<file path="src/rtl/vrg_pkg.sv">
// Package for the voltage ramp generator: status codes, result kinds and the
// command and status structs that join the controller and the datapath.
// No dependencies.
package vrg_pkg;

    // Width and reset value of the ramp threshold register.
    localparam int unsigned THRESH_BITS  = 21;
    localparam logic [THRESH_BITS-1:0] THRESH_RESET = 21'd50000;

    // Status codes carried with each result item.
    localparam logic [1:0] ST_STEP    = 2'd0;
    localparam logic [1:0] ST_DONE    = 2'd1;
    localparam logic [1:0] ST_REFUSED = 2'd2;
    localparam logic [1:0] ST_BUSY    = 2'd3;

    // Kinds of result the controller can ask the datapath to form.
    typedef enum logic [2:0] {
        RK_STEP,
        RK_DONE_LEVEL,
        RK_BUSY,
        RK_REFUSED,
        RK_SET_ZERO,
        RK_SET_TARGET
    } t_res_kind;

    // Commands from the controller to the datapath.
    typedef struct packed {
        logic      capture;
        logic      tick_inc;
        logic      tick_clr;
        logic      step_adv;
        logic      div_start;
        logic      ramp_load;
        logic      res_load;
        t_res_kind res_kind;
        logic      out_load;
    } t_dp_cmd;

    // Status from the datapath to the controller.
    typedef struct packed {
        logic is_tick;
        logic chan_on;
        logic target_zero;
        logic below_thr;
        logic steps_zero;
        logic tick_hit;
        logic steps_left_zero;
        logic div_done;
        logic out_free;
    } t_dp_status;

endpackage

</file>
<file path="src/rtl/vrg_divider.sv">
// Restoring serial divider for the ramp generator: two dividends share one
// divisor and one quotient bit of each is found per cycle.
// Depends on nothing but its parameters.
module vrg_divider #(
    parameter int unsigned N_BITS = 23,
    parameter int unsigned D_BITS = 16
) (
    input  logic              i_clk,
    input  logic              i_rst_n,
    input  logic              i_start,
    input  logic [N_BITS-1:0] i_dividend_a,
    input  logic [N_BITS-1:0] i_dividend_b,
    input  logic [D_BITS-1:0] i_divisor,
    output logic              o_done,
    output logic [N_BITS-1:0] o_quot_a,
    output logic [N_BITS-1:0] o_quot_b
);

    localparam int unsigned CNT_BITS = $clog2(N_BITS + 1);

    logic                r_busy;
    logic                r_done;
    logic [CNT_BITS-1:0] r_cnt;
    logic [N_BITS-1:0]   r_qa;
    logic [N_BITS-1:0]   r_qb;
    logic [D_BITS-1:0]   r_rema;
    logic [D_BITS-1:0]   r_remb;

    logic [D_BITS:0]     w_ta;
    logic [D_BITS:0]     w_tb;
    logic [D_BITS:0]     w_da;
    logic [D_BITS:0]     w_db;
    logic                w_ge_a;
    logic                w_ge_b;
    logic [D_BITS-1:0]   n_rema;
    logic [D_BITS-1:0]   n_remb;

    // Trial subtraction for both partial remainders.
    always_comb begin
        w_ta   = {r_rema, r_qa[N_BITS-1]};
        w_tb   = {r_remb, r_qb[N_BITS-1]};
        w_da   = w_ta - {1'b0, i_divisor};
        w_db   = w_tb - {1'b0, i_divisor};
        w_ge_a = (w_ta >= {1'b0, i_divisor});
        w_ge_b = (w_tb >= {1'b0, i_divisor});
        n_rema = w_ge_a ? w_da[D_BITS-1:0] : w_ta[D_BITS-1:0];
        n_remb = w_ge_b ? w_db[D_BITS-1:0] : w_tb[D_BITS-1:0];
    end

    // Iteration control; the dividends shift out as the quotients shift in.
    always_ff @(posedge i_clk) begin
        if (!i_rst_n) begin
            r_busy <= 1'b0;
            r_done <= 1'b0;
            r_cnt  <= '0;
        end else begin
            r_done <= 1'b0;
            if (i_start) begin
                r_busy <= 1'b1;
                r_cnt  <= CNT_BITS'(N_BITS);
            end else if (r_busy) begin
                r_cnt <= r_cnt - 1'b1;
                if (r_cnt == CNT_BITS'(1)) begin
                    r_busy <= 1'b0;
                    r_done <= 1'b1;
                end
            end
        end
    end

    // Datapath of the divider.
    always_ff @(posedge i_clk) begin
        if (i_start) begin
            r_qa   <= i_dividend_a;
            r_qb   <= i_dividend_b;
            r_rema <= '0;
            r_remb <= '0;
        end else if (r_busy) begin
            r_qa   <= {r_qa[N_BITS-2:0], w_ge_a};
            r_qb   <= {r_qb[N_BITS-2:0], w_ge_b};
            r_rema <= n_rema;
            r_remb <= n_remb;
        end
    end

    assign o_done   = r_done;
    assign o_quot_a = r_qa;
    assign o_quot_b = r_qb;

endmodule

</file>
<file path="src/rtl/vrg_datapath.sv">
// Datapath of the voltage ramp generator: captured request, threshold
// register, ramp state, pending result and output register.
// Depends on vrg_pkg and vrg_divider.
module vrg_datapath
    import vrg_pkg::*;
#(
    parameter int unsigned VOLT_BITS = 22,
    parameter int unsigned STEP_BITS = 16,
    parameter int unsigned SPAN_BITS = 20,
    parameter int unsigned IN_W      = 88,
    parameter int unsigned OUT_W     = 24
) (
    input  logic                   i_clk,
    input  logic                   i_rst_n,
    input  logic [IN_W-1:0]        i_in_data,
    input  logic                   i_in_user,
    input  logic                   i_cfg_valid,
    input  logic [THRESH_BITS-1:0] i_cfg_data,
    input  logic                   i_out_ready,
    input  t_dp_cmd                i_cmd,
    output t_dp_status             o_status,
    output logic                   o_out_valid,
    output logic [OUT_W-1:0]       o_out_data,
    output logic [2:0]             o_out_user,
    output logic                   o_out_last
);

    localparam int unsigned VB      = VOLT_BITS;
    localparam int unsigned OFF_STP = VB;
    localparam int unsigned OFF_SPN = OFF_STP + STEP_BITS;
    localparam int unsigned OFF_PRS = OFF_SPN + SPAN_BITS;
    localparam int unsigned OFF_ON  = OFF_PRS + VB;
    localparam int unsigned DIV_N   = (VB + 1 > SPAN_BITS) ? VB + 1 : SPAN_BITS;
    localparam int unsigned CMP_W   = (VB + 1 > THRESH_BITS) ? VB + 1 : THRESH_BITS;

    // Captured request.
    logic                   r_is_tick;
    logic [VB-1:0]          r_target;
    logic [STEP_BITS-1:0]   r_steps;
    logic [SPAN_BITS-1:0]   r_span;
    logic [VB-1:0]          r_present;
    logic                   r_chan_on;

    // Threshold register and ramp state.
    logic [THRESH_BITS-1:0] r_thresh;
    logic [VB-1:0]          r_level;
    logic [VB:0]            r_step;
    logic [STEP_BITS-1:0]   r_steps_left;
    logic [SPAN_BITS-1:0]   r_pause;
    logic [SPAN_BITS-1:0]   r_tick;

    // Pending result and output register.
    logic                   r_res_wr;
    logic [VB-1:0]          r_res_volt;
    logic [1:0]             r_res_st;
    logic                   r_res_last;
    logic                   r_out_valid;
    logic                   r_out_wr;
    logic [VB-1:0]          r_out_volt;
    logic [1:0]             r_out_st;
    logic                   r_out_last;

    logic [VB:0]            w_diff;
    logic                   w_neg;
    logic [VB:0]            w_mag;
    logic [SPAN_BITS-1:0]   w_tick1;
    logic [DIV_N-1:0]       w_qa;
    logic [DIV_N-1:0]       w_qb;
    logic                   w_div_done;
    logic [VB:0]            w_step_new;
    logic [VB-1:0]          n_level;
    logic                   n_res_wr;
    logic [VB-1:0]          n_res_volt;
    logic [1:0]             n_res_st;
    logic                   n_res_last;

    // Difference, its sign and magnitude.
    always_comb begin
        w_diff = {r_target[VB-1], r_target} - {r_present[VB-1], r_present};
        w_neg  = w_diff[VB];
        w_mag  = w_neg ? (~w_diff + 1'b1) : w_diff;
    end

    vrg_divider #(
        .N_BITS (DIV_N),
        .D_BITS (STEP_BITS)
    ) u_div (
        .i_clk        (i_clk),
        .i_rst_n      (i_rst_n),
        .i_start      (i_cmd.div_start),
        .i_dividend_a (DIV_N'(w_mag)),
        .i_dividend_b (DIV_N'(r_span)),
        .i_divisor    (r_steps),
        .o_done       (w_div_done),
        .o_quot_a     (w_qa),
        .o_quot_b     (w_qb)
    );

    // Signed step from the magnitude quotient, and the next level.
    always_comb begin
        w_step_new = w_neg ? (~w_qa[VB:0] + 1'b1) : w_qa[VB:0];
        w_tick1    = r_tick + 1'b1;
        if (i_cmd.ramp_load) begin
            n_level = r_present + w_step_new[VB-1:0];
        end else if (i_cmd.step_adv) begin
            n_level = r_level + r_step[VB-1:0];
        end else begin
            n_level = r_level;
        end
    end

    // Result fields for each kind of result.
    always_comb begin
        n_res_wr   = 1'b0;
        n_res_volt = '0;
        n_res_st   = ST_DONE;
        n_res_last = 1'b1;
        case (i_cmd.res_kind)
            RK_STEP: begin
                n_res_wr   = 1'b1;
                n_res_volt = n_level;
                n_res_st   = ST_STEP;
                n_res_last = 1'b0;
            end
            RK_DONE_LEVEL: begin
                n_res_volt = r_level;
            end
            RK_BUSY: begin
                n_res_st = ST_BUSY;
            end
            RK_REFUSED: begin
                n_res_st = ST_REFUSED;
            end
            RK_SET_ZERO: begin
                n_res_wr = 1'b1;
            end
            RK_SET_TARGET: begin
                n_res_wr   = 1'b1;
                n_res_volt = r_target;
            end
            default: begin
                n_res_wr = 1'b0;
            end
        endcase
    end

    // Request capture.
    always_ff @(posedge i_clk) begin
        if (i_cmd.capture) begin
            r_is_tick <= i_in_user;
            r_target  <= i_in_data[VB-1:0];
            r_steps   <= i_in_data[OFF_STP +: STEP_BITS];
            r_span    <= i_in_data[OFF_SPN +: SPAN_BITS];
            r_present <= i_in_data[OFF_PRS +: VB];
            r_chan_on <= i_in_data[OFF_ON];
        end
    end

    // Threshold register.
    always_ff @(posedge i_clk) begin
        if (!i_rst_n) begin
            r_thresh <= THRESH_RESET;
        end else if (i_cfg_valid) begin
            r_thresh <= i_cfg_data;
        end
    end

    // Ramp state.
    always_ff @(posedge i_clk) begin
        r_level <= n_level;
        if (i_cmd.ramp_load) begin
            r_step       <= w_step_new;
            r_pause      <= w_qb[SPAN_BITS-1:0];
            r_steps_left <= r_steps - 1'b1;
        end else if (i_cmd.step_adv) begin
            r_steps_left <= r_steps_left - 1'b1;
        end
        if (i_cmd.ramp_load || i_cmd.tick_clr) begin
            r_tick <= '0;
        end else if (i_cmd.tick_inc) begin
            r_tick <= w_tick1;
        end
    end

    // Pending result.
    always_ff @(posedge i_clk) begin
        if (i_cmd.res_load) begin
            r_res_wr   <= n_res_wr;
            r_res_volt <= n_res_volt;
            r_res_st   <= n_res_st;
            r_res_last <= n_res_last;
        end
    end

    // Output register: holds a result item until the receiver takes it.
    always_ff @(posedge i_clk) begin
        if (!i_rst_n) begin
            r_out_valid <= 1'b0;
        end else if (i_cmd.out_load) begin
            r_out_valid <= 1'b1;
        end else if (i_out_ready) begin
            r_out_valid <= 1'b0;
        end
    end

    always_ff @(posedge i_clk) begin
        if (i_cmd.out_load) begin
            r_out_wr   <= r_res_wr;
            r_out_volt <= r_res_volt;
            r_out_st   <= r_res_st;
            r_out_last <= r_res_last;
        end
    end

    // Status to the controller.
    always_comb begin
        o_status.is_tick         = r_is_tick;
        o_status.chan_on         = r_chan_on;
        o_status.target_zero     = (r_target == '0);
        o_status.below_thr       = (CMP_W'(w_mag) < CMP_W'(r_thresh));
        o_status.steps_zero      = (r_steps == '0);
        o_status.tick_hit        = !(w_tick1 < r_pause);
        o_status.steps_left_zero = (r_steps_left == '0);
        o_status.div_done        = w_div_done;
        o_status.out_free        = !r_out_valid || i_out_ready;
    end

    assign o_out_valid = r_out_valid;
    assign o_out_data  = OUT_W'(r_out_volt);
    assign o_out_user  = {r_out_st, r_out_wr};
    assign o_out_last  = r_out_last;

endmodule

</file>
<file path="src/rtl/vrg_ctrl.sv">
// Controller of the voltage ramp generator: request decoding, ramp phase and
// the sequencing of divider, result and output register.
// Depends on vrg_pkg.
module vrg_ctrl
    import vrg_pkg::*;
(
    input  logic       i_clk,
    input  logic       i_rst_n,
    input  logic       i_in_valid,
    output logic       o_in_ready,
    input  t_dp_status i_status,
    output t_dp_cmd    o_cmd
);

    typedef enum logic [1:0] {
        S_IDLE,
        S_EVAL,
        S_DIV,
        S_EMIT
    } t_state;

    t_state r_state;
    t_state n_state;
    logic   r_ramping;
    logic   n_ramping;

    // Next state and commands.
    always_comb begin
        n_state   = r_state;
        n_ramping = r_ramping;
        o_cmd     = '0;
        o_cmd.res_kind = RK_SET_ZERO;
        case (r_state)
            S_IDLE: begin
                if (i_in_valid) begin
                    o_cmd.capture = 1'b1;
                    n_state       = S_EVAL;
                end
            end
            S_EVAL: begin
                n_state = S_EMIT;
                if (i_status.is_tick) begin
                    // A tick only matters while a ramp runs.
                    if (!r_ramping) begin
                        n_state = S_IDLE;
                    end else if (!i_status.tick_hit) begin
                        o_cmd.tick_inc = 1'b1;
                        n_state        = S_IDLE;
                    end else begin
                        o_cmd.tick_clr = 1'b1;
                        o_cmd.res_load = 1'b1;
                        if (!i_status.steps_left_zero) begin
                            o_cmd.step_adv = 1'b1;
                            o_cmd.res_kind = RK_STEP;
                        end else begin
                            o_cmd.res_kind = RK_DONE_LEVEL;
                            n_ramping      = 1'b0;
                        end
                    end
                end else begin
                    o_cmd.res_load = 1'b1;
                    if (r_ramping) begin
                        o_cmd.res_kind = RK_BUSY;
                    end else if (!i_status.chan_on) begin
                        o_cmd.res_kind = i_status.target_zero ? RK_SET_ZERO : RK_REFUSED;
                    end else if (i_status.below_thr || i_status.steps_zero) begin
                        o_cmd.res_kind = RK_SET_TARGET;
                    end else begin
                        o_cmd.res_load  = 1'b0;
                        o_cmd.div_start = 1'b1;
                        n_state         = S_DIV;
                    end
                end
            end
            S_DIV: begin
                // Quotients ready: load the ramp and send its first step.
                if (i_status.div_done) begin
                    o_cmd.ramp_load = 1'b1;
                    o_cmd.res_load  = 1'b1;
                    o_cmd.res_kind  = RK_STEP;
                    n_ramping       = 1'b1;
                    n_state         = S_EMIT;
                end
            end
            S_EMIT: begin
                if (i_status.out_free) begin
                    o_cmd.out_load = 1'b1;
                    n_state        = S_IDLE;
                end
            end
            default: begin
                n_state = S_IDLE;
            end
        endcase
    end

    // State and ramp phase.
    always_ff @(posedge i_clk) begin
        if (!i_rst_n) begin
            r_state   <= S_IDLE;
            r_ramping <= 1'b0;
        end else begin
            r_state   <= n_state;
            r_ramping <= n_ramping;
        end
    end

    assign o_in_ready = (r_state == S_IDLE);

endmodule

</file>
<file path="src/rtl/voltage_ramp_generator.sv">
// Top level of the linear voltage ramp generator.
// Depends on vrg_pkg, vrg_ctrl, vrg_datapath and vrg_divider.
//
// Use: the input stream carries ramp requests (tuser 0) and one-millisecond
// ticks (tuser 1). A request either sets its target at once, is refused while
// the channel is off and its target nonzero, returns busy during a ramp, or starts
// a ramp whose first step is sent at once; every following step, and the completion,
// is answered on the tick that ends its pause. Each item gives zero or one result.
// The configuration channel writes the ramp threshold; write it only while the
// block is idle. It is always ready.
// Sequence: one item is handled at a time. An item that needs no division is
// captured, evaluated, and loaded into the output register once that is free;
// the block is ready again after that load. A ramp start adds the serial
// divider, one quotient bit per cycle over max(VOLT_BITS + 1, SPAN_BITS) bits,
// between evaluation and the load of its first step. Ticks causing no result
// return to idle right after evaluation.
// Results pass through an output register, so the block takes the next item
// while a result waits; a further result waits until that register empties.
// Reset (synchronous, active low) ends any ramp, empties the output register
// and restores the threshold to 50000 mV.
module voltage_ramp_generator
    import vrg_pkg::*;
#(
    parameter int unsigned VOLT_BITS = 22,
    parameter int unsigned STEP_BITS = 16,
    parameter int unsigned SPAN_BITS = 20,
    parameter int unsigned IN_W  = ((2 * VOLT_BITS + STEP_BITS + SPAN_BITS + 1 + 7) / 8) * 8,
    parameter int unsigned OUT_W = ((VOLT_BITS + 7) / 8) * 8
) (
    input  logic                   i_clk,
    input  logic                   i_rst_n,
    input  logic                   s_axis_tvalid,
    output logic                   s_axis_tready,
    // Low bit up: target_mv, step_count, span_ms, present_mv, channel_on, zero fill.
    input  logic [IN_W-1:0]        s_axis_tdata,
    // req_type.
    input  logic                   s_axis_tuser,
    output logic                   m_axis_tvalid,
    input  logic                   m_axis_tready,
    // Low bit up: voltage_out, zero fill.
    output logic [OUT_W-1:0]       m_axis_tdata,
    // Low bit up: write_voltage, status.
    output logic [2:0]             m_axis_tuser,
    output logic                   m_axis_tlast,
    input  logic                   i_cfg_valid,
    output logic                   o_cfg_ready,
    input  logic [THRESH_BITS-1:0] i_cfg_data
);

    t_dp_cmd    w_cmd;
    t_dp_status w_status;

    vrg_ctrl u_ctrl (
        .i_clk      (i_clk),
        .i_rst_n    (i_rst_n),
        .i_in_valid (s_axis_tvalid),
        .o_in_ready (s_axis_tready),
        .i_status   (w_status),
        .o_cmd      (w_cmd)
    );

    vrg_datapath #(
        .VOLT_BITS (VOLT_BITS),
        .STEP_BITS (STEP_BITS),
        .SPAN_BITS (SPAN_BITS),
        .IN_W      (IN_W),
        .OUT_W     (OUT_W)
    ) u_dp (
        .i_clk       (i_clk),
        .i_rst_n     (i_rst_n),
        .i_in_data   (s_axis_tdata),
        .i_in_user   (s_axis_tuser),
        .i_cfg_valid (i_cfg_valid),
        .i_cfg_data  (i_cfg_data),
        .i_out_ready (m_axis_tready),
        .i_cmd       (w_cmd),
        .o_status    (w_status),
        .o_out_valid (m_axis_tvalid),
        .o_out_data  (m_axis_tdata),
        .o_out_user  (m_axis_tuser),
        .o_out_last  (m_axis_tlast)
    );

    // The threshold register takes a write in any cycle.
    assign o_cfg_ready = 1'b1;

endmodule

</file>
<file path="config.mk">
export PLATFORM = sky130hd
export DESIGN_NAME = voltage_ramp_generator
export DESIGN_NICKNAME = d
export VERILOG_FILES = /design/src/rtl/vrg_pkg.sv /design/src/rtl/vrg_divider.sv /design/src/rtl/vrg_datapath.sv /design/src/rtl/vrg_ctrl.sv /design/src/rtl/voltage_ramp_generator.sv
export SDC_FILE = /design/constraint.sdc
export NUM_CORES = 1
export LEC_CHECK = 0
export ABC_AREA = 1
export BUFFER_PORTS_ARGS = -buffer_cell sky130_fd_sc_hd__buf_4
export CAP_MARGIN = 0
export CELL_PAD_IN_SITES_DETAIL_PLACEMENT = 1
export CELL_PAD_IN_SITES_GLOBAL_PLACEMENT = 2
export CORE_ASPECT_RATIO = 0.5
export CORE_MARGIN = 2
export CORE_UTILIZATION = 37
export DETAILED_ROUTE_END_ITERATION = 6
export PLACE_DENSITY_LB_ADDON = 0.1
export SYNTH_ARGS = -nofsm -noshare
export SYNTH_HDL_FRONTEND = slang
export SYNTH_SLANG_ARGS = --single-unit
</file>
<file path="constraint.sdc">
create_clock -name i_clk -period 7.5 [get_ports i_clk]
set_clock_uncertainty 0.05 [all_clocks]
set_input_delay 1.5 -clock i_clk [delete_from_list [all_inputs] [get_ports i_clk]]
set_output_delay 1.5 -clock i_clk [all_outputs]
set_load 0.01 [all_outputs]
</file>
==> flow_summary_export.csv <==
group,metric,value,unit
global_routing,grt_max_degree,93,
place,dp.cells,3367,
timing,slew_viol_final,0,
place,hpwl,48100,µm
place,place_congestion,0.844,
critical_path,crit_path_start_kind,"flip-flop",
yosys,avgSynthCellArea,8.26,µm²
yosys,ys.flop_type,"edfxtp_1",
yosys,synth_seq_cells,344,
clock_network,cts_made_buffers,36,
power_and_ir_drop,peakVddDrop,0.000140,V
critical_path,cp_slowest_stage_delay,860,ps
layout,antennaDiodeCount,0,
critical_path,critPathMostFrequentCell,"nand2_1",
route,drc_errors,0,
layout,final_cells,3432,
timing,finalSetupTns,0,ps
clock_network,clk_pin_slew,60,ps
timing,tightest_slew,1170,ps
clock_network,hold_buffers,0,
critical_path,cp_data_required_time,7620,ps
power_and_ir_drop,p_per_area,378,mW/mm²
timing,fin_crit_sh,0.800,
route,wire_per_inst,18.2,µm
floorplanning,dieArea,0.0585,mm²
floorplanning,die_width,340,µm
global_routing,grt_pass1_wl,97200,µm
place,io_buffers,135,
layout,final_cell_mix,"nand2_1 (603), inv_1 (351), edfxtp_1 (235), a21oi_1 (198), o21ai_0 (166)",
clock_network,cts_tree,"built",
critical_path,endpoint_kind,"flip-flop",
clock_network,clock_path_buffers,3,
timing,hold_viol,0,
yosys,syn_area,0.0209,mm²
global_routing,grt_pass1_vias,17400,
layout,final_util,0.428,
critical_path,crit_type,"flip-flop to flip-flop",
route,wl,62500,µm
timing,setup_viol,0,
critical_path,slowest_stage,"nand2_2",
clock_network,clkLatencyLatePin,560,ps
global_routing,antenna_found_initial,1,
yosys,synth_edf_count,235,
layout,drive_above_1_share,0.0968,
clock_network,clockRootBuffer,"clkbuf_16",
yosys,synth_warnings,0,
layout,fin_nets,2914,
yosys,seq_area_frac_synth,0.442,
layout,areaGrowthSynthToFinish,14.1,%
route,drt_iter0_drc,1023,
layout,final_common_cell,"nand2_1",
global_routing,track_usage,0.213,
timing,rsz0062_at_grt,"no",
power_and_ir_drop,leakagePower,0.0108,µW
floorplanning,die_h,172,µm
outcome,outcome,"finished clean",
route,first_pass_iters,5,
hold_path,worstHoldPathType,"flip-flop to flip-flop",
critical_path,critPathArrivalTime,6120,ps
floorplanning,core-area,0.0556,mm²
yosys,ys_types,55,
critical_path,reg2reg_slack,1500,ps
flow_run,cap_violations,0,
global_routing,overflow,0,
floorplanning,start_util,0.376,
floorplanning,ioPinCount,146,
timing,fin_crit,6000,ps
clock_network,cts_sinks,344,
route,routed_via_density,5.00,
yosys,syn_inst,2530,
clock_network,post-cts-setup-buffers,0,
timing,timing.hold.ws,364,ps
route,ant_nets,0,
route,vias,17200,
critical_path,path_max_fanout,43,
timing,fmax,167,MHz
floorplanning,rows,61,
timing,maxSlewHeadroom,0.219,
clock_network,cts.repair.resized,0,
clock_network,h-tree-depth,2,
yosys,synth_async_sr_flop_share,0,
## cells in the mapped netlist (15+ instances only)
master | number | area share
nor2_1 | 133 | 0.024
nor4_1 | 15 | 0.0045
ha_1 | 145 | 0.087
nand4_1 | 73 | 0.022
dfxtp_1 | 109 | 0.10
nor3_1 | 33 | 0.0079
inv_1 | 353 | 0.063
nand3_1 | 121 | 0.029
nand2_1 | 604 | 0.11
xnor2_1 | 37 | 0.016
o21ai_0 | 166 | 0.040
edfxtp_1 | 235 | 0.34
xor2_1 | 82 | 0.034
a21oi_1 | 199 | 0.048
o21ai_1 | 21 | 0.0050
clkbuf_1 | 44 | 0.0079
## critical path, delay by kind of cell (launching register included)
kind	cells	cell delay, ps
xor+xnor	1	270
simple gates	21	3260
buf+inv	4	310
fa+ha+maj	3	860
compound gates	2	360
flops	1	440
## cells by family (layout without fill, tap and decap cells)
| group | Yosys count | after routing | synth area share |
|---|---|---|---|
| AO/OA/AOI/OAI | 457 | 457 | 0.119 |
| adder cells (fa/ha/maj) | 150 | 150 | 0.0916 |
| other | 2 | 3 | 0.000359 |
| buffers and inverters | 440 | 585 | 0.0851 |
| flip-flops | 344 | 344 | 0.442 |
| AND/OR/NAND/NOR | 1018 | 1018 | 0.211 |
| XOR/XNOR | 119 | 119 | 0.0499 |
## metrics by stage
| step | total power, µW | instance area (µm²) | setup slack (ps) |
|---|---|---|---|
| final | 9020 | 23800 | 1500 |
| after global routing | 9830 | 23800 | 885 |
| after CTS | 9120 | 23800 | 1350 |
| after detailed placement | 7160 | 22600 | 1400 |
| after global placement | 7080 | 22600 | 1450 |
| after floorplan | 5880 | 20900 | 1250 |
## layout make-up
type	count	area [µm²]
clock buffers	49	1010
well taps	756	946
repair buffers	150	1140
fillers	6654	31800
multi-input cells	1747	9910
clock inverters	16	203
inverters	370	1390
flip-flops and latches	344	9240
## flip-flops by register name, indices dropped and copies added, names as in the netlist, 2 cells and up, named ones only
register	count
u_dp.r_span	20
u_dp.r_steps_left	16
u_dp.u_div.o_quot_a	23
u_dp.r_level	22
u_dp.r_res_st	2
u_dp.u_div.r_rema	16
u_dp.r_res_volt	22
u_dp.u_div.o_quot_b	23
u_dp.r_present	22
u_dp.r_step	22
u_dp.r_tick	20
u_dp.r_out_volt	22
u_dp.u_div.r_cnt	5
u_dp.r_target	22
u_dp.r_pause	20
u_dp.r_thresh	21
u_dp.u_div.r_remb	16
u_dp.r_out_st	2
u_dp.r_steps	16
## routing by layer
layer	up-vias	global-route usage	wire, µm
li1	8698	-	-
met1	8207	0.294	30300
met2	194	0.359	28800
met3	55	0.0317	2390
met4	0	0.0391	971
met5	-	0	0
## power breakdown
group / switching, µW / leakage, µW / internal (µW)
clock: 805 / 0.000592 / 1090
sequential: 253 / 0.00306 / 2500
combinational: 2950 / 0.00715 / 1420
total: 4010 / 0.0108 / 5010
## worst paths after layout
| kind | endpoint | from | cells after the start |
|---|---|---|---|
| worst min register to register | u_dp.r_out_volt[4] | u_dp.r_res_volt[4] | 0 |
| worst max register to register | u_dp.u_div.o_quot_b[12] | u_dp.r_target[0] | 31 |
| worst max-delay path | u_dp.u_div.o_quot_b[12] | u_dp.r_target[0] | 31 |
| worst min-delay path | u_dp.r_out_volt[4] | u_dp.r_res_volt[4] | 0 |
Power figures use the tool's default switching activity.
